`src/rtl/core/assert_macros.svh`:
```
// Assertion macros for the RTL modules; included by nsd_parse.
`ifndef ASSERT_MACROS_SVH
`define ASSERT_MACROS_SVH

// Same-cycle implication, disabled while reset is asserted
`define ASSERT_IMPL(label, clk, rst_n, ante, cons, msg) \
    label: assert property (@(posedge clk) disable iff (!rst_n) (ante) |-> (cons)) \
        else $error(msg);

// Next-cycle implication, disabled while reset is asserted
`define ASSERT_NEXT(label, clk, rst_n, ante, cons, msg) \
    label: assert property (@(posedge clk) disable iff (!rst_n) (ante) |=> (cons)) \
        else $error(msg);

`endif

```
`src/rtl/core/nsd_pkg.sv`:
```
package nsd_pkg;

    // Default width of the length accumulator and payload counter
    localparam int LENGTH_BITS_DEF = 30;

    // Field widths
    localparam int BYTE_W   = 8;
    localparam int KIND_W   = 2;
    localparam int ERR_W    = 3;
    localparam int FB_W     = 30;
    localparam int DIGITS_W = 4;
    localparam int MAXPL_W  = 30;
    localparam int TDATA_W  = 48;
    localparam int APB_AW   = 3;
    localparam int APB_DW   = 32;

    // Result kinds
    localparam logic [KIND_W-1:0] KIND_NONE = 2'd0;
    localparam logic [KIND_W-1:0] KIND_DATA = 2'd1;
    localparam logic [KIND_W-1:0] KIND_DONE = 2'd2;
    localparam logic [KIND_W-1:0] KIND_ERR  = 2'd3;

    // Error codes
    localparam logic [ERR_W-1:0] ERR_NONE      = 3'd0;
    localparam logic [ERR_W-1:0] ERR_NO_PREFIX = 3'd1;
    localparam logic [ERR_W-1:0] ERR_TOO_LONG  = 3'd2;
    localparam logic [ERR_W-1:0] ERR_NO_COLON  = 3'd3;
    localparam logic [ERR_W-1:0] ERR_LEAD_ZERO = 3'd4;
    localparam logic [ERR_W-1:0] ERR_TOO_LARGE = 3'd5;
    localparam logic [ERR_W-1:0] ERR_NO_COMMA  = 3'd6;

    // Register indexes (word address bit 2)
    localparam logic REG_MAX_DIGITS  = 1'b0;
    localparam logic REG_MAX_PAYLOAD = 1'b1;

    // Register reset values
    localparam logic [DIGITS_W-1:0] MAX_DIGITS_RST  = 4'd9;
    localparam logic [MAXPL_W-1:0]  MAX_PAYLOAD_RST = 30'd1048576;

    // Characters and digit limit
    localparam logic [BYTE_W-1:0]   CH_COLON    = 8'h3A;
    localparam logic [BYTE_W-1:0]   CH_COMMA    = 8'h2C;
    localparam logic [BYTE_W-1:0]   CH_ZERO     = 8'h30;
    localparam logic [BYTE_W-1:0]   CH_NINE     = 8'h39;
    localparam logic [DIGITS_W-1:0] DIGIT_LIMIT = 4'd9;

    typedef struct packed {
        logic [DIGITS_W-1:0] max_digits;
        logic [MAXPL_W-1:0]  max_payload;
    } t_cfg;

    typedef struct packed {
        logic [KIND_W-1:0] kind;
        logic [BYTE_W-1:0] data;
        logic              last;
        logic [ERR_W-1:0]  err;
        logic [FB_W-1:0]   fbytes;
    } t_result;

endpackage

```
`src/rtl/core/netstring_deframer_unit.sv`:
```
// The byte in the input register is parsed into the result register: one byte
// per cycle while m_tready is high. The frame state register closes the only
// loop, with one multiply-by-ten add and compare per byte.
// Each byte gives exactly one result word; downstream stalls back up through
// the input register. Reset (synchronous, active low) empties both registers,
// returns the parser to awaiting a prefix and restores the register defaults.
module netstring_deframer_unit #(
    parameter int LENGTH_BITS = nsd_pkg::LENGTH_BITS_DEF
) (
    input  logic                        i_clk,
    input  logic                        i_rst_n,
    // Byte stream in
    input  logic                        s_tvalid,
    output logic                        s_tready,
    input  logic [nsd_pkg::BYTE_W-1:0]  s_tdata,   // [7:0] rx_byte
    // Result stream out
    output logic                        m_tvalid,
    input  logic                        m_tready,
    output logic [nsd_pkg::TDATA_W-1:0] m_tdata,   // [7:0] data_byte, [10:8] error_code,
                                                   // [40:11] frame_bytes, [47:41] zero
    output logic [nsd_pkg::KIND_W-1:0]  m_tuser,   // [1:0] result_kind
    output logic                        m_tlast,   // payload_last
    // Register port
    input  logic                        psel,
    input  logic                        penable,
    input  logic                        pwrite,
    input  logic [nsd_pkg::APB_AW-1:0]  paddr,
    input  logic [nsd_pkg::APB_DW-1:0]  pwdata,
    output logic [nsd_pkg::APB_DW-1:0]  prdata,
    output logic                        pready
);
    import nsd_pkg::*;

    logic              r_in_vld;
    logic [BYTE_W-1:0] r_in_byte;
    logic              r_out_vld;
    t_result           r_out;
    t_result           res;
    t_cfg              cfg;
    logic              adv;

    nsd_cfg u_cfg (
        .i_clk   (i_clk),
        .i_rst_n (i_rst_n),
        .psel    (psel),
        .penable (penable),
        .pwrite  (pwrite),
        .paddr   (paddr),
        .pwdata  (pwdata),
        .prdata  (prdata),
        .pready  (pready),
        .o_cfg   (cfg)
    );

    nsd_parse #(
        .LENGTH_BITS (LENGTH_BITS)
    ) u_parse (
        .i_clk   (i_clk),
        .i_rst_n (i_rst_n),
        .i_adv   (adv),
        .i_byte  (r_in_byte),
        .i_cfg   (cfg),
        .o_res   (res)
    );

    // Advance when a byte is held and the result register frees up
    assign adv      = r_in_vld && (!r_out_vld || m_tready);
    assign s_tready = !r_in_vld || adv;

    // Input register
    always_ff @(posedge i_clk) begin
        if (!i_rst_n) begin
            r_in_vld <= 1'b0;
        end else if (s_tvalid && s_tready) begin
            r_in_vld <= 1'b1;
        end else if (adv) begin
            r_in_vld <= 1'b0;
        end
    end

    always_ff @(posedge i_clk) begin
        if (s_tvalid && s_tready) begin
            r_in_byte <= s_tdata;
        end
    end

    // Result register
    always_ff @(posedge i_clk) begin
        if (!i_rst_n) begin
            r_out_vld <= 1'b0;
        end else if (adv) begin
            r_out_vld <= 1'b1;
        end else if (m_tready) begin
            r_out_vld <= 1'b0;
        end
    end

    always_ff @(posedge i_clk) begin
        if (adv) begin
            r_out <= res;
        end
    end

    assign m_tvalid = r_out_vld;
    assign m_tuser  = r_out.kind;
    assign m_tlast  = r_out.last;
    assign m_tdata  = {{(TDATA_W-FB_W-ERR_W-BYTE_W){1'b0}}, r_out.fbytes, r_out.err, r_out.data};

endmodule

```
`src/rtl/core/nsd_cfg.sv`:
```
module nsd_cfg (
    input  logic                        i_clk,
    input  logic                        i_rst_n,
    input  logic                        psel,
    input  logic                        penable,
    input  logic                        pwrite,
    input  logic [nsd_pkg::APB_AW-1:0]  paddr,
    input  logic [nsd_pkg::APB_DW-1:0]  pwdata,
    output logic [nsd_pkg::APB_DW-1:0]  prdata,
    output logic                        pready,
    output nsd_pkg::t_cfg               o_cfg
);
    import nsd_pkg::*;

    logic [DIGITS_W-1:0] r_max_digits;
    logic [MAXPL_W-1:0]  r_max_payload;
    logic                wr_en;

    assign pready = 1'b1;
    assign wr_en  = psel && penable && pwrite && pready;

    // Write registers on the access cycle
    always_ff @(posedge i_clk) begin
        if (!i_rst_n) begin
            r_max_digits  <= MAX_DIGITS_RST;
            r_max_payload <= MAX_PAYLOAD_RST;
        end else if (wr_en) begin
            if (paddr[2] == REG_MAX_DIGITS) begin
                r_max_digits <= pwdata[DIGITS_W-1:0];
            end else begin
                r_max_payload <= pwdata[MAXPL_W-1:0];
            end
        end
    end

    // Read back
    always_comb begin
        if (paddr[2] == REG_MAX_PAYLOAD) begin
            prdata = {{(APB_DW-MAXPL_W){1'b0}}, r_max_payload};
        end else begin
            prdata = {{(APB_DW-DIGITS_W){1'b0}}, r_max_digits};
        end
    end

    assign o_cfg.max_digits  = r_max_digits;
    assign o_cfg.max_payload = r_max_payload;

endmodule

```
`src/rtl/core/nsd_parse.sv`:
```
`include "assert_macros.svh"

module nsd_parse #(
    parameter int LENGTH_BITS = nsd_pkg::LENGTH_BITS_DEF
) (
    input  logic                          i_clk,
    input  logic                          i_rst_n,
    input  logic                          i_adv,
    input  logic [nsd_pkg::BYTE_W-1:0]    i_byte,
    input  nsd_pkg::t_cfg                 i_cfg,
    output nsd_pkg::t_result              o_res
);
    import nsd_pkg::*;

    localparam int MULW = LENGTH_BITS + 4;
    localparam int SUMW = (LENGTH_BITS + 1 > FB_W) ? LENGTH_BITS + 1 : FB_W;
    localparam int CMPW = (LENGTH_BITS > MAXPL_W) ? LENGTH_BITS : MAXPL_W;

    typedef enum logic [1:0] {
        PH_IDLE,
        PH_PREFIX,
        PH_PAYLOAD,
        PH_COMMA
    } t_phase;

    t_phase                 r_phase, n_phase;
    logic [DIGITS_W-1:0]    r_digit_cnt, n_digit_cnt;
    logic [LENGTH_BITS-1:0] r_len, n_len;
    logic                   r_first_zero, n_first_zero;
    logic [LENGTH_BITS-1:0] r_left, n_left;
    logic                   r_ovf, n_ovf;

    logic                   is_dig;
    logic [3:0]             dig;
    logic [DIGITS_W-1:0]    limit;
    logic [MULW-1:0]        len_mul;
    logic                   mul_ovf;
    logic [LENGTH_BITS-1:0] left_dec;
    logic [SUMW-1:0]        total;
    logic                   fail;
    logic [ERR_W-1:0]       fail_code;

    // Decode the byte and the digit limit
    always_comb begin
        is_dig = (i_byte >= CH_ZERO) && (i_byte <= CH_NINE);
        dig    = is_dig ? 4'(i_byte - CH_ZERO) : 4'd0;
        limit  = (i_cfg.max_digits > DIGIT_LIMIT) ? DIGIT_LIMIT : i_cfg.max_digits;
    end

    // Multiply by ten as (x << 3) + (x << 1), then add the digit
    assign len_mul = (MULW'(r_len) << 3) + (MULW'(r_len) << 1) + MULW'(dig);
    assign mul_ovf = |len_mul[MULW-1:LENGTH_BITS];
    assign left_dec = r_left - LENGTH_BITS'(1);
    assign total    = SUMW'(r_digit_cnt) + SUMW'(2) + SUMW'(r_len);

    // Next state and result for the byte in the input register
    always_comb begin
        n_phase      = r_phase;
        n_digit_cnt  = r_digit_cnt;
        n_len        = r_len;
        n_first_zero = r_first_zero;
        n_left       = r_left;
        n_ovf        = r_ovf;
        fail         = 1'b0;
        fail_code    = ERR_NONE;
        o_res        = '0;

        unique case (r_phase)
            PH_IDLE: begin
                if (!is_dig) begin
                    fail      = 1'b1;
                    fail_code = ERR_NO_PREFIX;
                end else if (limit == '0) begin
                    fail      = 1'b1;
                    fail_code = ERR_TOO_LONG;
                end else begin
                    n_digit_cnt  = DIGITS_W'(1);
                    n_len        = LENGTH_BITS'(dig);
                    n_ovf        = 1'b0;
                    n_first_zero = (dig == 4'd0);
                    n_phase      = PH_PREFIX;
                end
            end
            PH_PREFIX: begin
                if (is_dig) begin
                    if (r_digit_cnt >= limit) begin
                        fail      = 1'b1;
                        fail_code = ERR_TOO_LONG;
                    end else begin
                        n_digit_cnt = r_digit_cnt + DIGITS_W'(1);
                        if (mul_ovf) begin
                            n_len = '1;
                            n_ovf = 1'b1;
                        end else begin
                            n_len = len_mul[LENGTH_BITS-1:0];
                        end
                    end
                end else if (i_byte != CH_COLON) begin
                    fail      = 1'b1;
                    fail_code = ERR_NO_COLON;
                end else if ((r_digit_cnt > DIGITS_W'(1)) && r_first_zero) begin
                    fail      = 1'b1;
                    fail_code = ERR_LEAD_ZERO;
                end else if (r_ovf || (CMPW'(r_len) > CMPW'(i_cfg.max_payload))) begin
                    fail      = 1'b1;
                    fail_code = ERR_TOO_LARGE;
                end else begin
                    n_left  = r_len;
                    n_phase = (r_len == '0) ? PH_COMMA : PH_PAYLOAD;
                end
            end
            PH_PAYLOAD: begin
                n_left       = left_dec;
                o_res.kind   = KIND_DATA;
                o_res.data   = i_byte;
                o_res.last   = (left_dec == '0);
                if (left_dec == '0) begin
                    n_phase = PH_COMMA;
                end
            end
            PH_COMMA: begin
                if (i_byte != CH_COMMA) begin
                    fail      = 1'b1;
                    fail_code = ERR_NO_COMMA;
                end else begin
                    o_res.kind   = KIND_DONE;
                    o_res.fbytes = total[FB_W-1:0];
                    n_phase      = PH_IDLE;
                    n_digit_cnt  = '0;
                    n_len        = '0;
                    n_first_zero = 1'b0;
                    n_left       = '0;
                    n_ovf        = 1'b0;
                end
            end
            default: begin
                n_phase = PH_IDLE;
            end
        endcase

        // Drop the frame and resync on any error
        if (fail) begin
            n_phase      = PH_IDLE;
            n_digit_cnt  = '0;
            n_len        = '0;
            n_first_zero = 1'b0;
            n_left       = '0;
            n_ovf        = 1'b0;
            o_res        = '0;
            o_res.kind   = KIND_ERR;
            o_res.err    = fail_code;
        end
    end

    // Hold frame state; advance once per processed byte
    always_ff @(posedge i_clk) begin
        if (!i_rst_n) begin
            r_phase      <= PH_IDLE;
            r_digit_cnt  <= '0;
            r_len        <= '0;
            r_first_zero <= 1'b0;
            r_left       <= '0;
            r_ovf        <= 1'b0;
        end else if (i_adv) begin
            r_phase      <= n_phase;
            r_digit_cnt  <= n_digit_cnt;
            r_len        <= n_len;
            r_first_zero <= n_first_zero;
            r_left       <= n_left;
            r_ovf        <= n_ovf;
        end
    end

    `ASSERT_NEXT(a_err_resync, i_clk, i_rst_n, i_adv && (o_res.kind == KIND_ERR), (r_phase == PH_IDLE) && (r_digit_cnt == '0), "error did not resync to idle")
    `ASSERT_IMPL(a_payload_left, i_clk, i_rst_n, r_phase == PH_PAYLOAD, r_left != '0, "payload phase with no bytes left")
    `ASSERT_IMPL(a_digit_bound, i_clk, i_rst_n, 1'b1, r_digit_cnt <= DIGIT_LIMIT, "digit count above nine")
    `ASSERT_NEXT(a_last_to_comma, i_clk, i_rst_n, i_adv && (o_res.kind == KIND_DATA) && o_res.last, r_phase == PH_COMMA, "last payload byte did not move to comma phase")

endmodule
```
`config.mk`:
```
export PLATFORM = sky130hd
export DESIGN_NAME = netstring_deframer_unit
export DESIGN_NICKNAME = d
export VERILOG_FILES = /design/src/rtl/core/nsd_pkg.sv /design/src/rtl/core/netstring_deframer_unit.sv /design/src/rtl/core/nsd_cfg.sv /design/src/rtl/core/nsd_parse.sv
export VERILOG_INCLUDE_DIRS = /design/src /design/src/rtl/core
export SDC_FILE = /design/constraint.sdc
export NUM_CORES = 1
export LEC_CHECK = 0
export BUFFER_PORTS_ARGS = -buffer_cell sky130_fd_sc_hd__buf_2
export CAP_MARGIN = 15
export CORE_AREA = 4 4 187 189
export DETAILED_ROUTE_END_ITERATION = 16
export DIE_AREA = 0 0 191 193
export PLACE_DENSITY_LB_ADDON = 0.25
export SLEW_MARGIN = 20
export SYNTH_ARGS = -nofsm -noshare
export SYNTH_HDL_FRONTEND = slang
export SYNTH_SLANG_ARGS = --single-unit
```
`constraint.sdc`:
```
create_clock -name i_clk -period 10.8 [get_ports i_clk]
set_input_delay 1.08 -clock i_clk [delete_from_list [all_inputs] [get_ports i_clk]]
set_output_delay 1.08 -clock i_clk [all_outputs]
set_load 0.01 [all_outputs]
```
Yosys cells after proc, flatten, opt, wreduce, memory -nomap -nowiden
Cells that the tools add are included.
- input port bits: 50
- bits in registers: 156
- output and inout port bits: 86
- word-level logic and storage cells: 150
- order comparisons: 6
- muxes and demuxes: 71
- bitwise gates (word level): 3
- reduce and logical (&&, ||, !) cells: 31
- equal/unequal tests: 16
- add/subtract/negate cells: 7
- operator list (cell ; count):
    30-bit two-way mux ; 13
    30-bit case mux with 3 select lines ; 2
    30-bit zero test ; 2
    33-bit by 31-bit adder with 34-bit output ; 1
    34-bit by 4-bit adder with 34-bit output ; 1
    4-bit two-way mux ; 8
    30-bit adder ; 1
    30-bit greater-than comparator ; 1
    30-bit by 1-bit subtractor with 30-bit output (second input constant) ; 1
    2-bit two-way mux ; 12
    1-bit two-way mux ; 23
    3-bit two-way mux ; 6
    3-bit by 2-bit inequality test with 1-bit output (second input constant) ; 6
    8-bit by 6-bit inequality test with 1-bit output (second input constant) ; 2
    7-bit AND reduction ; 2
    3-bit by 1-bit inequality test with 1-bit output (second input constant) ; 4
    4-bit case mux with 3 select lines ; 1
    3-bit case mux with 3 select lines ; 1
    9-bit AND reduction ; 1
    8-bit by 6-bit greater-or-equal comparator with 1-bit output (second input constant) ; 1
    8-bit by 6-bit <= comparator with 1-bit output (second input constant) ; 1
    4-bit zero test ; 2
    2-bit case mux with 4 select lines ; 1
    8-bit AND reduction ; 1
    25 further kinds ; 40

Logic depth before layout (Yosys ltp)
Gate-level depths: netlist of run 1.
- depth in word-level cells: 10
- gate-level depth with buffers: 17
- mapped depth without buffers: 16

Cells and area by module
Synthesis of run 1 repeated with hierarchy kept, for this count alone.
- cells, all modules: 1354
- area total of the unflattened synthesis: 11504.8 um^2
- by module, submodules not included (module ; cells an instance ; seq. area each (um^2) ; instances ; area each (um^2)):
    nsd_parse ; 1099 ; 1361.3 ; 1 ; 8117.8
    netstring_deframer_unit ; 69 ; 1601.5 ; 1 ; 1721.7
    nsd_cfg ; 186 ; 680.7 ; 1 ; 1665.3

Least setup slack after synthesis of run 1
No wires, ideal clock.
- path type: reg-to-reg
- start point: reg r_in_byte[7]
- end point: reg u_parse.r_len[16]
- data required time: 10683 ps
- setup time: 117 ps
- clock period less this slack: 4312 ps
- cell stages (with the launch flop): 17
- setup slack: 6488 ps
- buffers on the path: 0
- arrival: 4195 ps
- cell sequence: edfxtp_1 -> nor3b_1 -> and3_1 -> nand2_1 -> xnor2_1 -> ha_1 -> o21bai_1 -> ha_1 -> a21oi_1 -> a2111oi_0 -> o21ai_0 -> o22a_1 -> a221oi_1 -> xnor2_1 -> o2111ai_1 -> or3b_1 -> a22o_1
- longest elaborated chain between the ends: 10
- elaborated cells on any way between the ends: 25
- classes of those cells: 1 x add/sub; 2 x order compare; 7 x eq/ne; 11 x mux; 4 x reduce/logical
- ends and longest elaborated chain (what ; RTL line ; text):
    start, declared ; netstring_deframer_unit.sv:35 ; logic [BYTE_W-1:0] r_in_byte;
    start signal, assigned ; netstring_deframer_unit.sv:83 ; r_in_byte <= s_tdata;
    8-bit by 6-bit greater-or-equal comparator with 1-bit output or 8-bit by 6-bit <= comparator with 1-bit output (tied branches) ; nsd_parse.sv:45 ; is_dig = (i_byte >= CH_ZERO) && (i_byte <= CH_NINE);
    1-bit logical AND ; nsd_parse.sv:45 ;
    4-bit two-way mux ; nsd_parse.sv:46 ; dig = is_dig ? 4'(i_byte - CH_ZERO) : 4'd0;
    34-bit by 4-bit adder with 34-bit output ; nsd_parse.sv:51 ; assign len_mul = (MULW'(r_len) << 3) + (MULW'(r_len) << 1) + MULW'(dig);
    4-bit OR reduction ; nsd_parse.sv:52 ; assign mul_ovf = |len_mul[MULW-1:LENGTH_BITS];
    30-bit two-way mux ; nsd_parse.sv:91 ; if (mul_ovf) begin
    30-bit two-way mux ; nsd_parse.sv:86 ; if (r_digit_cnt >= limit) begin
    30-bit two-way mux ; nsd_parse.sv:85 ; if (is_dig) begin
    30-bit case mux with 3 select lines ; nsd_parse.sv:68 ; unique case (r_phase)
    30-bit two-way mux ; nsd_parse.sv:142 ; if (fail) begin
    end signal, assigned ; nsd_parse.sv:167 ; r_len <= n_len;
    end, declared ; nsd_parse.sv:28 ; logic [LENGTH_BITS-1:0] r_len, n_len;
Several ways; a longest one is shown, not always the timed one. The select of a mux whose other input is x is not followed.
A chain may end at the register's enable or synchronous reset.

Worst setup path in the final report of run 1
Same ends and word-level chain as after synthesis.

==> results of run 1 <==
## metal layers
metal	vias up	GRT usage (%)
met1	4650	24.68
met4	0	6.105
li1	4952	-
met2	287	29.08
met5	-	0
met3	50	2.827
## worst min-delay path, cell delays in order (launching register included)
cell,delay [ns]
dfxtp_1,0.32
nand2_1,0.05
a21oi_1,0.05
## cells by family (layout without fill, tap and decap cells)
family	count (synthesis)	count (layout)	synth area share, %
AOI/OAI and AO/OA	348	348	21.50
and+or+nand+nor	486	486	22.66
DFF	156	156	32.52
buffers and inverters	136	222	5.081
adders and majority gates	113	113	12.75
muxes	7	7	0.6588
other	2	10	0.06703
xor gates and xnor gates	61	61	4.768
## registers in the layout, summed over array words and instances, names as in the netlist, 2 cells and up
name	cells
m_tdata	41
m_tuser	2
r_in_byte	8
u_cfg.r_max_digits	4
u_cfg.r_max_payload	30
u_parse.r_digit_cnt	4
u_parse.r_left	30
u_parse.r_len	30
u_parse.r_phase	2
## power groups by stage
stage / logic, W / registers, W / clock network, W
3_5_place_dp: 0.0000692 / 0.000637 / 0
2_1_floorplan: 0.0000386 / 0.000639 / 0
4_1_cts: 0.0000694 / 0.000624 / 0.000610
3_3_place_gp: 0.0000695 / 0.000637 / 0
6_report: 0.0000692 / 0.000624 / 0.000599
5_1_grt: 0.0000764 / 0.000625 / 0.000638
## layout by cell type (no fill, tap or decap), types with 5 or more instances in the layout
cell type  instances
nor2b_1           12
nor4_1            18
nor2_1           108
nor3_1            16
nor4b_1            5
or3_1              6
a31oi_1            8
a21o_1            51
nand3b_1          10
or2_2              9
and4_1             7
nand4_1           18
xnor2_1           33
nand2_1          126
clkbuf_16         18
a21oi_1           90
ha_1             110
nand3_1           38
inv_1             57
nor3b_1           15
dfxtp_1          104
conb_1            10
buf_4             10
a32oi_1            7
o21ai_0           44
xor2_1            28
buf_2            121
a211o_1            7
a221o_1            7
o2bb2ai_1         30
a22oi_1            8
and3_1            24
edfxtp_1          52
and2_1            49
a211oi_1          26
nand2b_1           6
o211ai_1          11
## path summary, 6_finish.rpt
path / start / to / slack, ns / cells after the start
min reg2reg: u_cfg.r_max_payload[5]$_SDFFE_PN0P_ / u_cfg.r_max_payload[5]$_SDFFE_PN0P_ / 0.48 / 2
max: r_in_byte[7]$_DFFE_PP_ / u_parse.r_len[16]$_SDFFE_PN0P_ / 5.65 / 17
max reg2reg: r_in_byte[7]$_DFFE_PP_ / u_parse.r_len[16]$_SDFFE_PN0P_ / 5.65 / 17
min: u_cfg.r_max_payload[5]$_SDFFE_PN0P_ / u_cfg.r_max_payload[5]$_SDFFE_PN0P_ / 0.48 / 2
## area by class of cell
cell class / count / area, sq um
Sequential cell: 156 / 3643
Timing Repair Buffer: 131 / 680.7
Inverter: 59 / 221.5
Multi-Input combinational cell: 1025 / 7038
Fill cell: 3397 / 20560
Tap cell: 448 / 560.5
Clock buffer: 19 / 454.2
Clock inverter: 13 / 123.9
## through the flow
step	area, sq um	hold slack, ns	worst slack [ns]	cells	total power [W]
3_3_place_gp	12140	0.4551	5.632	1819	0.0007065
6_report	12720	0.4754	5.645	1851	0.001291
5_1_grt	12720	0.4920	5.203	1851	0.001340
4_1_cts	12720	0.4770	5.639	1851	0.001303
3_5_place_dp	12140	0.4665	5.657	1819	0.0007066
2_1_floorplan	11230	0.4447	6.488	1317	0.0006778
==> results.md, run 1 <==
- Dominant cells by area after synthesis: dfxtp_1, edfxtp_1, ha_1, nand2_1, a21oi_1
- Die ar.: around 37000 sq um
- Switch Pwr: 0.0003315 W
- Largest net degree at the start of global routing: 65
- Clock buffer count from CTS: 17
- Drc violations: 0
- Routed len/inst: between 15 and 20 um
- Synthesized cell area: 11200 sq um
- Synthesized flop and latch total: 156
- Critical path required time: around 11 ns
- Flop pwr share: 48.3%
- Inserted Diodes: 0
- Worst path max stage delay: between 0.7 and 0.8 ns
- First-pass GRT wire length: between 50000 and 60000 um
- Final ANT Viol Nets: 0
- 1st-pass router iterations: 5
- Post-layout util: 38.23%
- Switching share of power: 25.67%
- Buffer count from post-CTS setup fixing: 0
- Total GRT Usage: 18.00%
- Slew headroom: 28.86%
- Logic gate share of total power: under 10%
- CTS tree: done
- Slew @ Worst Pin: 1.067 ns
- Maxcap violations: 0
- EDFF count, synth: 52
- Final min period: 5.155 ns
- Status: finished clean
- Post-synthesis cell count: 1309
- Row cnt: 67
- Chip Width: 191 um
- Worst path bufs/invs: 1
- Worst-path clk slew: 0.07 ns
- Ys async rst share: 0%
- Most common cell in the synthesized netlist: nand2_1
- DRT iter0 DRCs: 727
- PD cells: a little over 100 nW/um^2
- DIE HEIGHT: 193 um
- Starting Density: between 30% and 40%
- Vias in the first global route: 9589
- Crit path max fanout: 26
- Critical path endpoint category: register
- Core region area: 33280 sq um
- Crit Path Class: register to register
- Final Wtd Congestion: between 0.8 and 0.9
- LEAKAGE: 5.474 nW
- Most frequent cells after synthesis: nand2_1, ha_1, nor2_1
- Layout cells sized above 1: 13.68%
- DR WL met2: 15020 um
- Clk_lat worst skew: 0.44 ns
- Worst-path cell chain: nor3b_1 -> and3_1 -> nand2_1 -> xnor2_1 -> ha_1 -> o21bai_1 -> ha_1 -> a21oi_1 -> a2111oi_0 -> o21ai_0 -> o22a_1 -> a221oi_1 -> xnor2_1 -> o2111ai_2 -> buf_4 -> or3b_1 -> a22o_1
- Post-cts resize count: 0
- Nets@finish: 1553
- Post-synth top flop: dfxtp_1
- RSZ-0062 raised after global routing: false
- Final Max Slew Viols: 0
- H-tree depth: 4
- Max Freq: 194.0 MHz
- Vias per inst: 5.370
- DP HPWL: 24050 um
- Peak supply drop: about 0.000099 V
- Clock Skew: 0.01491 ns
- Root Driver: clkbuf_16
- Crit-path leading delay family: compound AO/OA/AOI/OAI gates
- Final wirelength: 33270 um
- Clock share of power: 46.4%
- Min-Delay Path Class: register to register
- Fin Setup TNS: 0 ns
- Initial antenna violation count: 0
- Port Buf Inserts: 121
- Register area share after synthesis: 32.52%
- Yosys top cell by area: dfxtp_1
- Worst path slowest cell: a2111oi_0
- Unique masters post-synth: 82
- Layout area overhead: 13.55%
- Ports: between 100 and 150
- Max clock buf depth: 2
- Startpoint Class: register
- Final Hold Vio Count: 0
- Wire length on met3: 1702 um
- Vias: 9939
- DR top layer: met4
- CTS Hold Bufs: 0
- Mean Syn Cell Area: between 8 and 9 sq um
- Final setup violation count: 0
- Post-Route M1 WL: 15760 um
- Int Pwr: 0.0009599 W
- WP data arrival: 5.48 ns
- Fin crit share: between 40 and 50%
- Synth warn: 0
- CTS sink cnt: roughly 160
- Post-synth top area share: between 15 and 20%
- Total gr overflow: 0
(Power assumes the default switching activity.)
==> run 2: changes to the inputs <==
==> constraint.sdc (replaced) <==
create_clock -name i_clk -period 4.9 [get_ports i_clk]
set_input_delay 0.49 -clock i_clk [delete_from_list [all_inputs] [get_ports i_clk]]
set_output_delay 0.49 -clock i_clk [all_outputs]
set_load 0.01 [all_outputs]
==> run 2 against run 1 <==
Against the previous run:
- critical path depth fell by 1
- power is 120% higher
- non-clock buffer count increased by 26
- count of clock-buffer cells in the layout down 1
- core utilization increased by 0.63 points
- worst hold slack got worse by 0.25 ns
- sequential power rose by 120%
- sequential cell count stayed put
- final area grew 1.6%
- maximum frequency increased by 15%
- via count rose by 1.9%
- largest power group unchanged
==> results.md, run 2 (same netlist as run 1, synthesis figures left out) <==
- Final Hold Vio Count: 0
- Peak supply drop: around 0.00026 V
- Nets@finish: ~1.6k
- Crit path max fanout: 10
- Total gr overflow: 0
- WP data arrival: approximately 4.8 ns
- Vias per inst: approximately 5.4
- Slew headroom: 37.58%
- Fin crit share: 91.28%
- Commonest cells after routing, fill and taps aside: nand2_1, buf_2, ha_1
- DRT iter0 DRCs: 814
- Row cnt: 67
- Max Freq: roughly 220 MHz
- Drc violations: 0
- Final min period: about 4.5 ns
- Place WS: 0.3608 ns
- Initial antenna violation count: 0
- Min-Delay Path Class: primary input to register
- PD cells: 223.4 nW/um^2
- Clk_lat worst skew: 0.46 ns
- Chip Width: between 150 and 200 um
- Clock Skew: roughly 0.019 ns
- Largest net degree at the start of global routing: 64
- Ports: 136
- CTS Hold Bufs: 0
- Worst-path clk slew: roughly 0.070 ns
- Final ANT Viol Nets: 0
- Fin Setup TNS: 0 ns
- DIE HEIGHT: 193 um
- Final wirelength: between 30000 and 40000 um
- Max clock buf depth: 2
- Final setup violation count: 0
- Startpoint Class: register
- Die ar.: 36860 sq um
- Most common cell after layout, fill and taps aside: nand2_1
- LEAKAGE: 5.618 nW
- Critical path required time: 5.22 ns
- Buffer count from post-CTS setup fixing: 0
- Setup slack, reg-to-reg: approximately 0.43 ns
- Final Wtd Congestion: between 0.8 and 0.9
- Final Max Slew Viols: 0
- CTS sink cnt: 156
- Clock buffer count from CTS: 17
- RSZ-0062 raised after global routing: false
- H-tree depth: 4
- Status: finished clean
- Port Buf Inserts: 121
- Total GRT Usage: 18.30%
- Slew @ Worst Pin: 0.9341 ns
- Routed len/inst: around 18 um
- Vias: 10.13k
- Critical path endpoint category: register
- Worst Slack Setup Final: between 0.4 and 0.5 ns
- Largest register FFs: between 40 and 50
- DP HPWL: 25140 um
- First-pass GRT wire length: roughly 53000 um
- Core region area: 33280 sq um
- CTS tree: done
- Vias in the first global route: 9768
- Crit Path Class: register to register
- Layout cells sized above 1: 15.47%
- Starting Density: between 30% and 40%
- Maxcap violations: 0
- Inserted Diodes: 0
- Root Driver: clkbuf_16
- 1st-pass router iterations: 5
- Overall Power: approximately 0.0029 W
- Layout area overhead: 15.41%
[run 2: cell types whose count changed in the layout (fill, tap and decap cells not counted), moves of 2 or more]
cell / previous run / this run
buf_4: 10 / 36
clkinv_4: 4 / 0
inv_6: 3 / 7
inv_4: 2 / 0
inv_8: 3 / 5
[run 2: where the power goes]
| group | internal, W | total, W | switching [W] |
|---|---|---|---|
| combinational | 0.0000557 | 0.000158 | 0.000102 |
| sequential | 0.00136 | 0.00137 | 0.0000125 |
| clock | 0.000711 | 0.00136 | 0.000647 |
[run 2: area by class of cell]
type,instances,area [sq um]
Inverter,59,221.5
Clock inverter,14,138.9
Clock buffer,18,450.4
Timing Repair Buffer,157,875.8
Tap cell,448,560.5
Fill cell,3448,20350
Multi-Input combinational cell,1025,7041
Sequential cell,156,3643
[run 2: worst max-delay path, stage by stage, from the launching register on]
cell       delay [ns]
edfxtp_1         0.47
o21ai_0          0.25
and3_2           0.29
and2_1           0.17
ha_1             0.23
ha_1             0.23
fa_1             0.40
a21o_1           0.22
a221oi_1         0.35
or3b_1           0.20
nand3b_1         0.16
a41oi_1          0.29
mux2i_1          0.24
o2111ai_2        0.21
buf_4            0.24
a222oi_1         0.30
a211oi_1         0.09
[run 2: timing repair]
item | in CTS | in global routing
gates resized for setup | 0 | 2
hold endpoints to repair | 0 | 0
setup endpoints to repair | 0 | 7
[run 2: per-layer routing]
layer  wire length, um  global-route usage, %
met3              1676                  2.917
met1             15930                  25.02
met4               810                  5.912
met2             15560                  29.79
met5                 0                      0
[run 2: path summary, 6_finish.rpt]
path                                        from  cells after the start                                  end
min                                   s_tdata[6]                      1               r_in_byte[6]$_DFFE_PP_
max reg2reg               r_in_byte[1]$_DFFE_PP_                     16        u_parse.r_len[0]$_SDFFE_PN0P_
max                       r_in_byte[1]$_DFFE_PP_                     16        u_parse.r_len[0]$_SDFFE_PN0P_
min reg2reg  u_cfg.r_max_payload[5]$_SDFFE_PN0P_                      2  u_cfg.r_max_payload[5]$_SDFFE_PN0P_
[run 2: metrics by stage]
step	util [%]	hold slack [ns]	std cells	instance area [sq um]
after floorplan	-	0.4447	1317	11230
after global placement	37.07	0.4572	1845	12340
after detailed placement	37.07	0.4618	1845	12340
after CTS	38.84	0.1987	1877	12930
after global routing	38.85	0.2041	1877	12930
final	38.85	0.2231	1877	12930
==> run 3: changes to the inputs <==
--- a/config.mk
+++ b/config.mk
@@ -8,9 +8,9 @@
 export LEC_CHECK = 0
 export BUFFER_PORTS_ARGS = -buffer_cell sky130_fd_sc_hd__buf_2
 export CAP_MARGIN = 15
-export CORE_AREA = 4 4 187 189
+export CORE_AREA = 2 2 185 187
 export DETAILED_ROUTE_END_ITERATION = 16
-export DIE_AREA = 0 0 191 193
+export DIE_AREA = 0 0 187 189
 export PLACE_DENSITY_LB_ADDON = 0.25
 export SLEW_MARGIN = 20
 export SYNTH_ARGS = -nofsm -noshare
==> run 3 against run 2 <==
Against the previous run:
- clock power barely moved
- first-iteration DRC count fell by 11%
- setup slack improved by 0.037 ns
- global-route usage rose by 0.54 points
- final area fell by 0.38%
- maximum frequency rose by 0.84%
- critical path depth rose by 2
- core utilization fell by 0.15 points
- critical path type unchanged
- critical endpoint unchanged
- largest cell class unchanged
==> results.md, run 3 (same netlist as run 1, synthesis figures left out) <==
- Setup slack, reg-to-reg: 0.46 ns
- Final ANT Viol Nets: 0
- Vias: a little over 10k
- H-tree depth: 4
- Drc violations: 0
- Worst-path clk slew: 0.08 ns
- Final Hold Slack: between 0.2 and 0.25 ns
- Worst Reg-to-Reg Cells: 18
- DR WL met2: around 15000 um
- Clock Skew: 0.01639 ns
- Inserted Diodes: 0
- Final min period: 4.436 ns
- LEAKAGE: about 5.6 nW
- Slew @ Worst Pin: 1.078 ns
- CTS sink cnt: roughly 160
- Layout area overhead: 14.98%
- DRT iter0 DRCs: ~730
- Maxcap violations: 0
- Int Pwr: 0.002137 W
- Final Wtd Congestion: 0.8720
- Peak supply drop: 0.0002404 V
- Critical path endpoint category: register
- Chip Width: approximately 190 um
- Final Hold Vio Count: 0
- Max Freq: about 230 MHz
- Routed len/inst: roughly 18 um
- Clock buffer count from CTS: 17
- Switch Pwr: approximately 0.00075 W
- Buffer count from post-CTS setup fixing: 0
- Final setup violation count: 0
- Ports: 136
- Largest register FFs: between 40 and 50
- Min-Delay Path Class: primary input to register
- Status: finished clean
- Die ar.: 35340 sq um
- Overall Power: a little under 0.003 W
- Largest net degree at the start of global routing: 64
- RR Endpoint: u_parse.r_len[0]$_SDFFE_PN0P_
- Row cnt: 67
- Total GRT Usage: roughly a fifth
- Initial antenna violation count: 0
- Nets@finish: ~1.6k
- Wire length on met3: ~1700 um
- Clock share of power: a little under half
- Post-layout util: 38.71%
- Commonest cells after routing, fill and taps aside: nand2_1, buf_2, ha_1
- Switching share of power: 25.86%
- Final Max Slew Viols: 0
- RSZ-0062 raised after global routing: false
- CTS tree: done
- 1st-pass router iterations: 6
- Post-Route M1 WL: around 16000 um
- Slew headroom: 28.15%
- Hold endpoint: r_in_byte[6]$_DFFE_PP_
- Crit path max fanout: 8
- Vias per inst: between 5 and 6
- First-pass GRT wire length: 52900 um
- Total gr overflow: 0
- PD cells: 223.7 nW/um^2
- Clk_lat worst skew: 0.45 ns
- DP HPWL: 24310 um
- Crit Path Class: register to register
- DIE HEIGHT: 189 um
- Flop pwr share: 47.6%
- Startpoint Class: register
- Starting Density: 33.67%
- Fin crit share: 90.52%
- Final wirelength: 33380 um
- Critical path required time: 5.22 ns
- Root Driver: clkbuf_16
- Startpoint of the worst hold path: s_tdata[6]
- # fillers: approximately 3.4k
- DR top layer: met4
- Core region area: 33280 sq um
- Fin Setup TNS: 0 ns
- Hold path depth: 1
- Critical path origin: r_in_byte[7]$_DFFE_PP_
- WP data arrival: 4.75 ns
- Vias in the first global route: 9542
- Most common cell after layout, fill and taps aside: nand2_1
- Layout cells sized above 1: between 10% and 20%
- CTS Hold Bufs: 0
- Logic gate share of total power: 5.4%
- Worst R2R Start: r_in_byte[7]$_DFFE_PP_
- Port Buf Inserts: around 120
- Max clock buf depth: 2
run 3: cell types whose count changed in the layout (fill, tap and decap cells not counted), moves of 2 or more:
cell      before  now
inv_8          5    3
inv_6          7    5
buf_4         36   30
clkinv_4       0    4
run 3: worst max path at each step:
stage                                     end  slack (ns)  depth (start not counted)
4_1_cts         u_parse.r_len[0]$_SDFFE_PN0P_        0.30                         16
3_3_place_gp    u_parse.r_len[0]$_SDFFE_PN0P_        0.40                         16
2_1_floorplan  u_parse.r_len[16]$_SDFFE_PN0P_        0.59                         16
3_5_place_dp    u_parse.r_len[0]$_SDFFE_PN0P_        0.31                         16
5_1_grt         u_parse.r_len[0]$_SDFFE_PN0P_        0.09                         16
6_report        u_parse.r_len[0]$_SDFFE_PN0P_        0.46                         18
run 3: layer usage:
metal / global-route usage [%] / vias to the layer above
met5: 0 / -
met4: 5.830 / 0
met3: 2.854 / 32
met2: 30.64 / 300
met1: 25.73 / 4807
li1: - / 4993
run 3: layout make-up:
cell class | count | area, sq um | area share [%]
tap | 448 | 560.5 | 4.351
timing repair buffer | 151 | 830.8 | 6.449
clock inverter | 14 | 150.1 | 1.165
clock buffer | 18 | 429.2 | 3.331
multi-input combinational | 1025 | 7047 | 54.70
sequential | 156 | 3643 | 28.28
inverter | 59 | 221.5 | 1.719
run 3: timing repair:
| action | in CTS | in global routing |
|---|---|---|
| endpoints found under the hold margin | 0 | 0 |
| setup endpoints to repair | 0 | 20 |
| gates resized for setup | 0 | 4 |
run 3: metrics by stage:
stage	area (sq um)	instances	setup slack, ns
global route	12880	1871	0.09324
global placement	12290	1839	0.4003
detailed placement	12290	1839	0.3126
floorplan	11230	1317	0.5884
CTS	12870	1871	0.3024
finish	12880	1871	0.4643
run 3: power by group through the flow:
stage	registers (W)	clock network (W)	logic [W]
floorplan	0.00141	0	0.0000851
global placement	0.00140	0	0.000157
detailed placement	0.00140	0	0.000158
CTS	0.00137	0.00138	0.000158
global route	0.00138	0.00143	0.000173
finish	0.00137	0.00135	0.000157
run 3: critical path, cell delays in order, from the launching register on:
cell and delay, ns:
edfxtp_1 0.39, nor3b_1 0.28, and3_2 0.30, nand2_1 0.10, xnor2_1 0.14, ha_1 0.19, o21bai_1 0.15, ha_1 0.35
a21oi_1 0.10, a2111oi_1 0.41, buf_4 0.20, o21ai_0 0.11, o22a_1 0.24, a221oi_1 0.33, xnor2_1 0.17, o2111ai_2 0.22
buf_4 0.24, a222oi_1 0.30, a211oi_1 0.08
